<file path="src/design/lcs_pkg.sv">
// lcs_pkg: shared types and constants of the streaming 3x3 LBP coder.
// No dependencies; imported by every module of the block.
`default_nettype none

package lcs_pkg;

	localparam int PIXEL_W      = 8;
	localparam int CODE_W       = 8;
	localparam int MAX_WIDTH    = 2048;
	localparam int MAX_HEIGHT   = 4096;
	localparam int COL_W        = $clog2(MAX_WIDTH);
	localparam int ROW_W        = $clog2(MAX_HEIGHT);
	localparam int WIDTH_REG_W  = 12;
	localparam int HEIGHT_REG_W = 13;
	localparam int CFG_W        = 13;
	localparam int CFG_IDX_W    = 1;
	localparam int MIN_DIM      = 3;

	localparam int WIDTH_RESET  = 640;
	localparam int HEIGHT_RESET = 480;

	localparam logic [CFG_IDX_W-1:0] REG_FRAME_WIDTH  = 1'b0;
	localparam logic [CFG_IDX_W-1:0] REG_FRAME_HEIGHT = 1'b1;

	localparam int FIFO_DEPTH = 4;
	localparam int FIFO_PTR_W = $clog2(FIFO_DEPTH);

	// one classified pixel, front to back
	typedef struct packed {
		logic [PIXEL_W-1:0] pixel;
		logic [COL_W-1:0]   col;
		logic               emit;
		logic               last;
	} lcs_item_t;

endpackage

`default_nettype wire

</file>
<file path="src/design/lcs_fifo.sv">
// lcs_fifo: short register queue between front and back.
// Depends on lcs_pkg.
`default_nettype none

module lcs_fifo (
	input  wire logic               clk,
	input  wire logic               arst_n,
	input  wire logic               push,
	input  wire lcs_pkg::lcs_item_t push_item,
	output logic                    full,
	input  wire logic               pop,
	output logic                    not_empty,
	output lcs_pkg::lcs_item_t      pop_item
);
	import lcs_pkg::*;

	lcs_item_t               slot_q [FIFO_DEPTH];
	logic [FIFO_PTR_W-1:0]   wr_ptr_q;
	logic [FIFO_PTR_W-1:0]   rd_ptr_q;
	logic [FIFO_PTR_W:0]     count_q;

	assign full      = (count_q == (FIFO_PTR_W + 1)'(FIFO_DEPTH));
	assign not_empty = (count_q != '0);
	assign pop_item  = slot_q[rd_ptr_q];

	always_ff @(posedge clk) begin
		if (push) begin
			slot_q[wr_ptr_q] <= push_item;
		end
	end

	always_ff @(posedge clk or negedge arst_n) begin
		if (!arst_n) begin
			wr_ptr_q <= '0;
			rd_ptr_q <= '0;
			count_q  <= '0;
		end else begin
			if (push) begin
				wr_ptr_q <= wr_ptr_q + FIFO_PTR_W'(1);
			end
			if (pop) begin
				rd_ptr_q <= rd_ptr_q + FIFO_PTR_W'(1);
			end
			unique case ({push, pop})
				2'b10:   count_q <= count_q + (FIFO_PTR_W + 1)'(1);
				2'b01:   count_q <= count_q - (FIFO_PTR_W + 1)'(1);
				default: count_q <= count_q;
			endcase
		end
	end

endmodule

`default_nettype wire

</file>
<file path="config.mk">
export PLATFORM = sky130hd
export DESIGN_NAME = lcs_fifo
export DESIGN_NICKNAME = d
export VERILOG_FILES = /design/src/design/lcs_pkg.sv /design/src/design/lcs_fifo.sv
export SDC_FILE = /design/constraint.sdc
export NUM_CORES = 1
export LEC_CHECK = 0
export BUFFER_PORTS_ARGS = -buffer_cell sky130_fd_sc_hd__buf_2
export CAP_MARGIN = 20
export CELL_PAD_IN_SITES_DETAIL_PLACEMENT = 1
export CELL_PAD_IN_SITES_GLOBAL_PLACEMENT = 1
export CORE_MARGIN = 3
export CORE_UTILIZATION = 34
export CTS_CLUSTER_DIAMETER = 200
export DETAILED_ROUTE_END_ITERATION = 8
export PLACE_DENSITY_LB_ADDON = 0.3
export SETUP_SLACK_MARGIN = 0.02
export SLEW_MARGIN = 30
export SYNTH_ARGS = -nofsm -noshare
export SYNTH_HDL_FRONTEND = slang
export SYNTH_SLANG_ARGS = --single-unit
</file>
<file path="constraint.sdc">
create_clock -name clk -period 1.75 [get_ports clk]
set_input_delay 0.2625 -clock clk [delete_from_list [all_inputs] [get_ports clk]]
set_output_delay 0.2625 -clock clk [all_outputs]
set_load 0.01 [all_outputs]
</file>
### After elaboration in Yosys (flattened, before gate mapping)

Memories as Yosys holds them, arrays and structs flattened.
Index checks and enable logic that the tools add are counted.

| storage, ports and cells | value |
|---|---|
| bits in registers | 7 |
| bits in latches | 0 |
| memory bits (writable) | 84 |
| bits in read-only memories | 0 |
| input port bits | 25 |
| output and inout bits | 23 |
| word-level logic and storage cells | 16 |
| memories kept | 1 |

Memory list:

| name | depth | width | read ports | clocked after memory_dff | wr ports | RTL line | source |
|---|---|---|---|---|---|---|---|
| slot_q | 4 | 21 | 1 | 0 | 1 | lcs_fifo.sv:17 | `lcs_item_t slot_q [FIFO_DEPTH];` |

| operators by class | value |
|---|---|
| add/subtract/negate cells | 4 |
| multipliers | 0 |
| divide/modulo/power cells | 0 |
| magnitude comparators | 0 |
| equality and inequality tests | 3 |
| shift-type cells | 0 |
| multiplexer cells | 3 |
| bitwise logic cells | 0 |
| reductions and logical operators | 2 |

Operators by type and width:

| kind | count |
|---|---|
| $pmux W3 S2 | 1 |
| $add A2 B1 Y2 const B | 2 |
| $add A3 B1 Y3 const B | 1 |
| $eq A3 B3 Y1 const B | 1 |
| $reduce_bool A3 Y1 | 1 |
| $sub A3 B1 Y3 const B | 1 |
| $eq A2 B1 Y1 const B | 1 |
| $eq A2 B2 Y1 const B | 1 |
| $mux W1 | 2 |
| $reduce_bool A2 Y1 | 1 |

### Logic depth before layout (Yosys ltp)

| depth | value |
|---|---|
| depth in word-level cells | 2 |
| gate-level depth with buffers | 7 |
| gate-level depth less buffers | 7 |

### Worst setup path before layout

Ideal clock, no wire load.

| timing | value |
|---|---|
| path type | register to register |
| start point | register wr_ptr_q[0] |
| end point | memory slot_q[2][0] (netlist name) (enable) |
| setup time | 0.379 ns |
| data arrival time | 1.158 ns |
| data required time | 1.371 ns |
| slack | 0.212 ns |
| cell stages (with the launch flop) | 4 |
| buffers on the path | 0 |
| clock period less this slack | 1.538 ns |
| cells stage by stage | dfrtp_1 inv_1 ha_1 and2_1 |

RTL lines:

| element | RTL line | source |
|---|---|---|
| start: declaration | lcs_fifo.sv:18 | `logic [FIFO_PTR_W-1:0] wr_ptr_q;` |
| start signal: assignment | lcs_fifo.sv:39 | `wr_ptr_q <= wr_ptr_q + FIFO_PTR_W'(1);` |
| end: declaration | lcs_fifo.sv:17 |  |

Straight into the memory's write port.

==> flow_summary_export.csv <==
group,metric,value,unit
cts,cts.htree.levels,3,
synthesis,ys_ff_latch,91,
critical_path,crit_family,"multiplexers",
cts,clkTransAtPathRegs,100,ps
synthesis,ys_types,19,
place,port_buffers,47,
timing,setup_viol,21,
pwr,power,6710,µW
synthesis,synth_area_per_cell,23.7,µm²
cells_and_area,fin_nets,245,
critical_path,cpPeakStageDelay,510,ps
synthesis,synth-edff-count,84,
critical_path,reg2reg_depth,4,
critical_path,critPathArrivalTime,1660,ps
synthesis,yosysMostFrequentCell,"edfxtp_1",
critical_path,crit_required,1490,ps
timing,rsz0062_at_grt,"yes",
critical_path,crit_fanout,5,
synthesis,synth_top_cell_by_area,"edfxtp_1",
worst_hold_path,hp-class,"input port to flop",
routing,drt-wirelength-per-cell,17.8,µm
pwr,ir_drop,0.564,mV
synthesis,syn-cell-area,3460,µm²
cts,clkSinkCount,91,
run,maxCapViolations,0,
pwr,power.share.clock,18.9,%
routing,antenna_left,0,
place,place_congestion,0.664,
critical_path,path_cells,"buf_4, mux4_2, buf_2",
critical_path,critPathKind,"flop to output pin",
cells_and_area,drive_gt1_share,45.0,%
pwr,p_per_area,1600,nW/µm²
pwr,p_sw,2010,µW
die,start_util,35.3,%
grt,antenna_found_initial,0,
die,row_count,36,
routing,viasPerCell,4.60,
cts,insertion_delay,360,ps
routing,wirelength,6240,µm
cts,numCtsBuffers,9,
run_status,violations,"setup timing",
synthesis,yosys-top-cells-area,"edfxtp_1 73%, mux4_2 12%, dfrtp_1 5.1%",
timing,fmax,0.520,GHz
timing,slew_headroom,83.7,%
cts,clock_path_buffers,2,
grt,grt_pass1_wl,10000,µm
synthesis,synth_ff_type,"edfxtp_1",
cells_and_area,fillers,956,
cells_and_area,finalNonFillerCells,351,
cts,cts_tree,"yes",
timing,timing.hold.ws,113,ps
timing,worst_pin_slew,245,ps
timing,timing.final.ws_setup,-172,ps
place,dp_cells,334,
timing,finalHoldViolCount,0,
die,die-area,11400,µm²
cts,clockRootBuffer,"clkbuf_8",
die,io_pins,48,
place,place_area,3920,µm²
pwr,p_comb_share,36.1,%
grt,overflow,0,
routing,num_vias,1613,
synthesis,synth-async-reset-ratio,7.69,%
synthesis,syn_inst,146,
pwr,internal_power,4710,µW
critical_path,cpMaxStageDelayCell,"mux4_2",
cells_and_area,insertedDiodeCount,0,
synthesis,yosysWarningCount,0,
die,core,9820,µm²
grt,grt_max_degree,17,
timing,fin_crit_sh,110,%
run_status,status,"finished, violations left",
synthesis,synth-seq-area-share,77.9,%
synthesis,netlist_top_cells_count,"84 x edfxtp_1, 18 x mux4_2, 7 x dfrtp_1, 6 x inv_1, 5 x ha_1",
place,dp_worst_setup_slack,123,ps
routing,post-route-drc-count,0,
synthesis,syn_nets,177,
synthesis,synth_top_area_share,72.8,%
die,die_h,107,µm
critical_path,crit_cells,3,
cells_and_area,syn2layout_area_growth,21.4,%
pwr,seqPwrFrac,45.0,%
pwr,power_leakage,0.00150,µW
cells_and_area,final_area,4210,µm²
timing,drv_slew,0,
place,hpwl,4180,µm
grt,grt_pass1_vias,1822,
critical_path,end_kind,"output pin",
critical_path,path_buf_inv,2,
worst_hold_path,hold_depth,1,
grt,grtUsageTotal,12.1,%
critical_path,start_kind,"flop",
timing,timing.final.crit_period,1920,ps
pwr,switching_share,29.9,%
routing,dr.pass1.iters,4,
timing,skew,13.3,ps
routing,drt_iter0_drc,75,
die,die_w,107,µm
## path summary, 6_finish.rpt
kind | slack [ps] | start | endpoint
worst min-delay path | 110 | push_item[7] | slot_q[2][7]$_DFFE_PP_
min in group asynchronous | 270 | arst_n | count_q[2]$_DFFE_PN0P_
max in group asynchronous | 1300 | arst_n | rd_ptr_q[0]$_DFFE_PN0P_
worst max register to register | 280 | wr_ptr_q[0]$_DFFE_PN0P_ | slot_q[0][15]$_DFFE_PP_
worst max-delay path | -170 | rd_ptr_q[0]$_DFFE_PN0P_ | pop_item[17]
worst min register to register | 490 | count_q[2]$_DFFE_PN0P_ | count_q[2]$_DFFE_PN0P_
## layout by cell type, fill, tap and decap left out
cell type and count:
xnor2_1 2, dfrtp_2 1, mux2i_1 1, and2_1 4
dfrtp_1 6, mux4_2 21, nand2_1 2, and3_1 1
dlygate4sd3_1 1, ha_1 5, buf_12 2, nor2_1 1
buf_2 32, clkinv_4 2, edfxtp_1 84, fa_1 1
buf_4 11, inv_1 6, o21ai_0 1, clkinvlp_4 2
buf_6 16, xor2_1 4, or3_1 1, clkbuf_8 9
inv_6 2
## stage by stage
step                setup TNS, ps  utilization [%]
finish                      -2940             42.8
CTS                         -3660             42.2
global placement                0             39.9
floorplan                       0                -
global route                -4570             42.8
detailed placement              0             39.9
## timing repair
item | CTS | global route
hold buffers | 1 | 0
setup endpoints to repair | 21 | 21
hold endpoints to repair | 7 | 0
gates cloned | 0 | 0
setup buffers | 1 | 0
gates resized for setup | 8 | 11
## sequential cells by signal (all words and copies together), names as in the netlist
| name | cells |
|---|---|
| rd_ptr_q | 2 |
| wr_ptr_q | 2 |
| slot_q | 84 |
| count_q | 3 |
## worst reg2reg max path, delay by kind of cell, from the launching register on
family | cells | cell delay, ps
AND/OR/NAND/NOR | 1 | 250
flip-flops | 1 | 430
adder cells (fa/ha/maj) | 1 | 130
buffers and inverters | 2 | 350
## layout make-up
cell class	instances	area, µm²	area share, %
Clock buffer	9	124	2.94
Inverter	6	22.5	0.535
Tap cell	133	166	3.96
Sequential cell	91	2700	64.2
Clock inverter	6	50.0	1.19
Multi-Input combinational cell	44	672	16.0
Timing Repair Buffer	62	473	11.2
## power groups by stage
| stage | logic, µW | clock network, µW | registers, µW |
|---|---|---|---|
| 6_report | 2420 | 1270 | 3020 |
| 5_1_grt | 2640 | 1430 | 3060 |
| 4_1_cts | 2290 | 1330 | 3020 |
| 3_5_place_dp | 2100 | 0 | 3080 |
| 3_3_place_gp | 2090 | 0 | 3060 |
| 2_1_floorplan | 1410 | 0 | 3010 |
## metal layers
| layer | up-vias | global-route usage, % | wire (µm) |
|---|---|---|---|
| met5 | - | 0 | 0 |
| met4 | 0 | 5.21 | 123 |
| met3 | 12 | 3.25 | 244 |
| li1 | 723 | - | - |
| met2 | 41 | 19.2 | 3040 |
| met1 | 837 | 15.9 | 2840 |
## cell families after synthesis
family	share of synthesized area, %
AO/OA/AOI/OAI	0.144
XOR/XNOR	1.52
adder cells (fa/ha/maj)	2.38
buffers and inverters	2.42
flip-flops	77.9
multiplexers	14.3
AND/OR/NAND/NOR	1.41
Note: power is estimated with default switching activity, not from simulation.
