===== src/design/lcs_pkg.sv =====
// lcs_pkg: shared types and constants of the streaming 3x3 LBP coder.
// No dependencies; imported by every module of the block.
`default_nettype none

package lcs_pkg;

	localparam int PIXEL_W      = 8;
	localparam int CODE_W       = 8;
	localparam int MAX_WIDTH    = 2048;
	localparam int MAX_HEIGHT   = 4096;
	localparam int COL_W        = $clog2(MAX_WIDTH);
	localparam int ROW_W        = $clog2(MAX_HEIGHT);
	localparam int WIDTH_REG_W  = 12;
	localparam int HEIGHT_REG_W = 13;
	localparam int CFG_W        = 13;
	localparam int CFG_IDX_W    = 1;
	localparam int MIN_DIM      = 3;

	localparam int WIDTH_RESET  = 640;
	localparam int HEIGHT_RESET = 480;

	localparam logic [CFG_IDX_W-1:0] REG_FRAME_WIDTH  = 1'b0;
	localparam logic [CFG_IDX_W-1:0] REG_FRAME_HEIGHT = 1'b1;

	localparam int FIFO_DEPTH = 4;
	localparam int FIFO_PTR_W = $clog2(FIFO_DEPTH);

	// one classified pixel, front to back
	typedef struct packed {
		logic [PIXEL_W-1:0] pixel;
		logic [COL_W-1:0]   col;
		logic               emit;
		logic               last;
	} lcs_item_t;

endpackage

`default_nettype wire


===== src/design/lcs_front.sv =====
// lcs_front: frame geometry registers, column/row counters and item classification.
// Depends on lcs_pkg.
`default_nettype none

module lcs_front (
	input  wire logic                          clk,
	input  wire logic                          arst_n,
	input  wire logic                          cfg_write,
	input  wire logic [lcs_pkg::CFG_IDX_W-1:0] cfg_index,
	input  wire logic [lcs_pkg::CFG_W-1:0]     cfg_data,
	input  wire logic                          accept,
	input  wire logic [lcs_pkg::PIXEL_W-1:0]   pixel,
	output lcs_pkg::lcs_item_t                 item
);
	import lcs_pkg::*;

	logic [COL_W-1:0]        width_m1_q;
	logic [ROW_W-1:0]        height_m1_q;
	logic [COL_W-1:0]        col_q;
	logic [ROW_W-1:0]        row_q;
	logic [WIDTH_REG_W-1:0]  w_raw;
	logic [HEIGHT_REG_W-1:0] h_raw;
	logic [COL_W-1:0]        w_m1;
	logic [ROW_W-1:0]        h_m1;
	logic                    row_end;
	logic                    frame_end;

	// saturate the written geometry, keep it as last index
	always_comb begin
		w_raw = cfg_data[WIDTH_REG_W-1:0];
		h_raw = cfg_data[HEIGHT_REG_W-1:0];
		priority if (w_raw < WIDTH_REG_W'(MIN_DIM)) begin
			w_m1 = COL_W'(MIN_DIM - 1);
		end else if (w_raw > WIDTH_REG_W'(MAX_WIDTH)) begin
			w_m1 = COL_W'(MAX_WIDTH - 1);
		end else begin
			w_m1 = COL_W'(w_raw - WIDTH_REG_W'(1));
		end
		priority if (h_raw < HEIGHT_REG_W'(MIN_DIM)) begin
			h_m1 = ROW_W'(MIN_DIM - 1);
		end else if (h_raw > HEIGHT_REG_W'(MAX_HEIGHT)) begin
			h_m1 = ROW_W'(MAX_HEIGHT - 1);
		end else begin
			h_m1 = ROW_W'(h_raw - HEIGHT_REG_W'(1));
		end
	end

	always_ff @(posedge clk or negedge arst_n) begin
		if (!arst_n) begin
			width_m1_q  <= COL_W'(WIDTH_RESET - 1);
			height_m1_q <= ROW_W'(HEIGHT_RESET - 1);
		end else if (cfg_write) begin
			unique case (cfg_index)
				REG_FRAME_WIDTH:  width_m1_q  <= w_m1;
				REG_FRAME_HEIGHT: height_m1_q <= h_m1;
				default:          ;
			endcase
		end
	end

	assign row_end   = (col_q >= width_m1_q);
	assign frame_end = row_end && (row_q >= height_m1_q);

	always_comb begin
		item.pixel = pixel;
		item.col   = col_q;
		item.emit  = (row_q >= ROW_W'(2)) && (col_q >= COL_W'(2));
		item.last  = frame_end;
	end

	always_ff @(posedge clk or negedge arst_n) begin
		if (!arst_n) begin
			col_q <= '0;
			row_q <= '0;
		end else if (accept) begin
			if (row_end) begin
				col_q <= '0;
				row_q <= frame_end ? '0 : row_q + ROW_W'(1);
			end else begin
				col_q <= col_q + COL_W'(1);
			end
		end
	end

endmodule

`default_nettype wire


===== config.mk =====
export PLATFORM = sky130hd
export DESIGN_NAME = lcs_front
export DESIGN_NICKNAME = d
export VERILOG_FILES = /design/src/design/lcs_pkg.sv /design/src/design/lcs_front.sv
export SDC_FILE = /design/constraint.sdc
export NUM_CORES = 1
export LEC_CHECK = 0
export BUFFER_PORTS_ARGS = -buffer_cell sky130_fd_sc_hd__buf_2
export CORE_MARGIN = 1
export CORE_UTILIZATION = 45
export DETAILED_ROUTE_END_ITERATION = 10
export PLACE_DENSITY_LB_ADDON = 0.12
export SYNTH_ARGS = -nofsm -noshare
export SYNTH_HDL_FRONTEND = slang
export SYNTH_SLANG_ARGS = --single-unit

===== constraint.sdc =====
create_clock -name clk -period 3.3 [get_ports clk]
set_input_delay 0.165 -clock clk [delete_from_list [all_inputs] [get_ports clk]]
set_output_delay 0.165 -clock clk [all_outputs]
set_load 0.1 [all_outputs]

### Word-level counts from Yosys, hierarchy flattened

Index checks and enable logic that the tools add are counted.

| word-level totals | value |
|---|---|
| flip-flop bits (word level) | 46 |
| input bits | 26 |
| output and inout bits | 21 |
| word-level logic and storage cells | 28 |

| operators by class | value |
|---|---|
| add/sub/neg operators | 4 |
| $lt $le $gt $ge | 8 |
| multiplexer cells | 6 |
| bitwise logic cells | 1 |
| reductions and logical operators | 5 |

Operators by type and width:

| cell | number |
|---|---|
| 12-bit two-way mux | 3 |
| 11-bit two-way mux | 3 |
| 13-bit > comparator, second input constant | 1 |
| 13-bit by 2-bit < comparator with 1-bit output, second input constant | 1 |
| 12-bit by 1-bit adder with 12-bit output, second input constant | 1 |
| 12-bit >= comparator | 1 |
| 12-bit by 2-bit >= comparator with 1-bit output, second input constant | 1 |
| 12-bit > comparator, second input constant | 1 |
| 12-bit by 2-bit < comparator with 1-bit output, second input constant | 1 |
| 12-bit by 1-bit subtractor with 12-bit output, second input constant | 1 |
| 11-bit by 1-bit adder with 11-bit output, second input constant | 1 |
| 11-bit >= comparator | 1 |
| 11-bit by 2-bit >= comparator with 1-bit output, second input constant | 1 |
| 11-bit by 1-bit subtractor with 11-bit output, second input constant | 1 |
| 2-bit AND reduction | 3 |
| 1-bit logical AND | 2 |
| 1-bit inverter | 1 |

### Logic depth before layout (Yosys ltp)

| logic depth | value |
|---|---|
| word-level depth | 3 |
| depth in mapped cells | 9 |
| gate-level depth less buffers | 8 |

### Least setup slack after synthesis

Ideal clock, no wire load.

| timing path | value |
|---|---|
| kind | register to output |
| start | register col_q[1] |
| end | output item[1] (netlist name) |
| data arrival time | 2904 ps |
| data required time | 3135 ps |
| path slack | 231 ps |
| cell stages (with the launch flop) | 4 |
| buffers on the path | 0 |
| path through | dfrtp_1 -> ha_1 -> nor4_1 -> a31oi_1 |

RTL lines:

| item | line | source |
|---|---|---|
| start, declared | lcs_front.sv:19 | `logic [COL_W-1:0] col_q;` |
| start signal, assigned | lcs_front.sv:80 | `col_q <= col_q + COL_W'(1);` |
| end, declared | lcs_front.sv:13 | `output lcs_pkg::lcs_item_t item` |

==> impl_metrics.json <==
{
  "tns_ns": 0,
  "crit_family": "compound AO/OA/AOI/OAI gates",
  "pwr-share-seq_pct": 42.2,
  "worstSetupStartpoint": "height_m1_q[8]",
  "p_int_mw": 1.02,
  "cap_violations": 0,
  "die_y_microns": 85.1,
  "finClkSkew_ns": 0.00832,
  "cts_tree": "built",
  "drtIter0Drc": 93,
  "critPathSlowestCell": "dfstp_2",
  "syn_to_final_growth_pct": 7.65,
  "power_frac_comb_pct": 39.3,
  "synthFlopType": "dfrtp_1",
  "htreeDepth": 2,
  "port_buffers": 30,
  "wl_microns": 6550,
  "cts_resized": 0,
  "hold_viol_final": 0,
  "async_flop_share_pct": 100,
  "cts.sink_count": 46,
  "track_usage_pct": 19.2,
  "clkTransAtPathRegs_ns": 0.09,
  "finalInstanceArea_sq_um": 3340,
  "ys_seq_elements": 46,
  "pin_count": 47,
  "first_pass_iters": 5,
  "cts_max_path_buffers": 2,
  "maxSlewHeadroom_pct": 33.1,
  "final_nets": 421,
  "synth_cell_types": 49,
  "synth_area_leaders": "dfrtp_1 (24%), dfstp_2 (14%), ha_1 (12%)",
  "syn_avg_cell_area_sq_um": 9.06,
  "antenna_found_initial": 0,
  "r2r-start": "col_q[0]",
  "cellPowerDensity_nw_per_um2": 550,
  "hold_path_class": "input pin to async pin",
  "clockPowerShare_pct": 18.5,
  "netlist_area_sq_um": 3110,
  "worst_slack_ns": 0.520,
  "status": "finished clean",
  "slew_viol_final": 0,
  "critPathBufInv": 2,
  "numCtsBuffers": 5,
  "worstPathArrival_ns": 2.61,
  "grt_overflow": 0,
  "wl_per_cell_microns": 14.8,
  "vias": 2470,
  "syn_inst": 343,
  "synth_seq_area_share_pct": 37.7,
  "holdBufCountCts": 0,
  "ir_worst_vdd_mv": 0.334,
  "synth_fp_nets": 399,
  "worst-r2r-setup-slack_ns": 0.84,
  "antenna_left": 0,
  "grt_pass1_vias": 2258,
  "post-cts-setup-buffer-count": 0,
  "yosysTopAreaCellShare_pct": 24.2,
  "grt_first_pass_wirelength_microns": 11100,
  "cp.depth": 8,
  "swShare_pct": 44.6,
  "rows": 29,
  "cp_max_fo": 6,
  "cts-root-buf": "clkbuf_8",
  "drc": 0,
  "dpl.hpwl_microns": 4880,
  "grt_max_degree": 47,
  "cp-end-kind": "output pin",
  "max_stage_delay_ns": 0.53,
  "crit_end": "item[0]",
  "die_area_sq_um": 7240,
  "start_kind": "flip-flop",
  "timing.final.crit_share_pct": 84.2,
  "gp_congestion": 0.855,
  "place_ws_ns": 0.836,
  "synth_area_leader_cell": "dfrtp_1",
  "rr_endpoint": "row_q[3]",
  "start_util_pct": 47.8,
  "avgViaCountPerCell": 5.58,
  "path_class": "flip-flop to output pin",
  "yosys_warnings": 0,
  "reg2reg_depth": 8,
  "fin_crit_ns": 2.78,
  "crit_top_cell": "nor2_1",
  "final_common_cell": "nand2_1",
  "fmax_mhz": 360,
  "leakagePower_nw": 1.65,
  "final_cell_mix": "nand2_1 (37), inv_1 (30), ha_1 (30), dfrtp_1 (30), buf_2 (30)",
  "insertedDiodeCount": 0,
  "critPathRequiredTime_ns": 3.13,
  "n_fill_cell": 633,
  "core_sq_um": 6490,
  "worst_slew_pin_slew_ns": 1.00,
  "drive_above_1_share_pct": 19.4,
  "switching_power_mw": 0.820,
  "path_cells": "inv_1, ha_1, nand4_1, nor2_1, a211oi_1, o41a_1, nor2_1, buf_2",
  "die_w_microns": 85.1,
  "setup_viol": 0,
  "synth_edf_count": 0,
  "placed_area_sq_um": 3260,
  "clk_latency_ns": 0.30,
  "rsz0062_at_grt": "false"
}
## layer usage
metal | part of all wire (%) | GRT usage [%] | up-vias
met3 | 3.3 | 3.31 | 7
met5 | 0 | 0 | -
met4 | 0.90 | 4.78 | 0
met1 | 53 | 28.4 | 1173
met2 | 43 | 29.3 | 55
li1 | - | - | 1235
## flip-flops by register name, indices dropped and copies added (netlist names)
name / count
row_q: 12
col_q: 11
width_m1_q: 11
height_m1_q: 12
## worst min-delay path by stage
stage / to / depth (start not counted)
detailed placement: item[13] / 0
global route: col_q[8] / 1
finish: col_q[5] / 1
floorplan: col_q[0] / 0
global placement: item[13] / 0
CTS: col_q[5] / 1
## through the flow
stage	std cells	hold WS, ns	utilization (%)	total power [mW]
after floorplan	343	-0.131	-	1.38
after global placement	435	0.331	50.2	1.50
after detailed placement	435	0.331	50.2	1.51
after CTS	443	0.0739	51.5	1.86
after global routing	443	0.121	51.5	1.96
final	443	0.0254	51.5	1.84
## cell type report
type                    count  area, sq um  area share (%)
well taps                  77         96.3            2.88
flip-flops and latches     46         1170            35.0
clock inverters             2         10.0           0.299
inverters                  30          113            3.37
repair buffers             32          165            4.94
clock buffers               6         72.6            2.17
multi-input cells         250         1720            51.3
## cell usage after synthesis, types with 2 or more instances
library cell / number
clkbuf_1: 6
inv_1: 30
dfstp_2: 16
ha_1: 30
a22o_2: 3
buf_4: 9
and2b_1: 3
nor2b_1: 8
o31ai_1: 2
a21o_1: 2
and3_1: 6
nand2_1: 37
nor2_1: 25
o21bai_1: 2
nand2b_1: 5
a21oi_1: 10
a211oi_1: 3
o21a_1: 2
dfrtp_1: 30
a22o_1: 14
nand4_1: 4
xor2_1: 9
nand3_1: 14
nor4_1: 9
and3_2: 4
nor3_1: 5
xnor2_1: 6
o21ai_0: 28
## power by group through the flow
| stage | Combinational (mW) | Clock [mW] | Sequential, mW |
|---|---|---|---|
| floorplan | 0.407 | 0 | 0.975 |
| global placement | 0.717 | 0 | 0.786 |
| detailed placement | 0.727 | 0 | 0.786 |
| CTS | 0.729 | 0.351 | 0.777 |
| global route | 0.792 | 0.370 | 0.796 |
| finish | 0.723 | 0.340 | 0.777 |
## cells by family (layout without fill, tap and decap cells)
logic type	Yosys count	count (layout)	share of synthesized area (%)
AO/OA/AOI/OAI	76	76	17.2
XOR/XNOR	15	15	4.23
adder cells (fa/ha/maj)	30	30	12.1
buffers and inverters	47	70	7.05
flip-flops	46	46	37.7
multiplexers	1	1	0.362
AND/OR/NAND/NOR	128	128	21.3
Power figures use the tool's default switching activity.
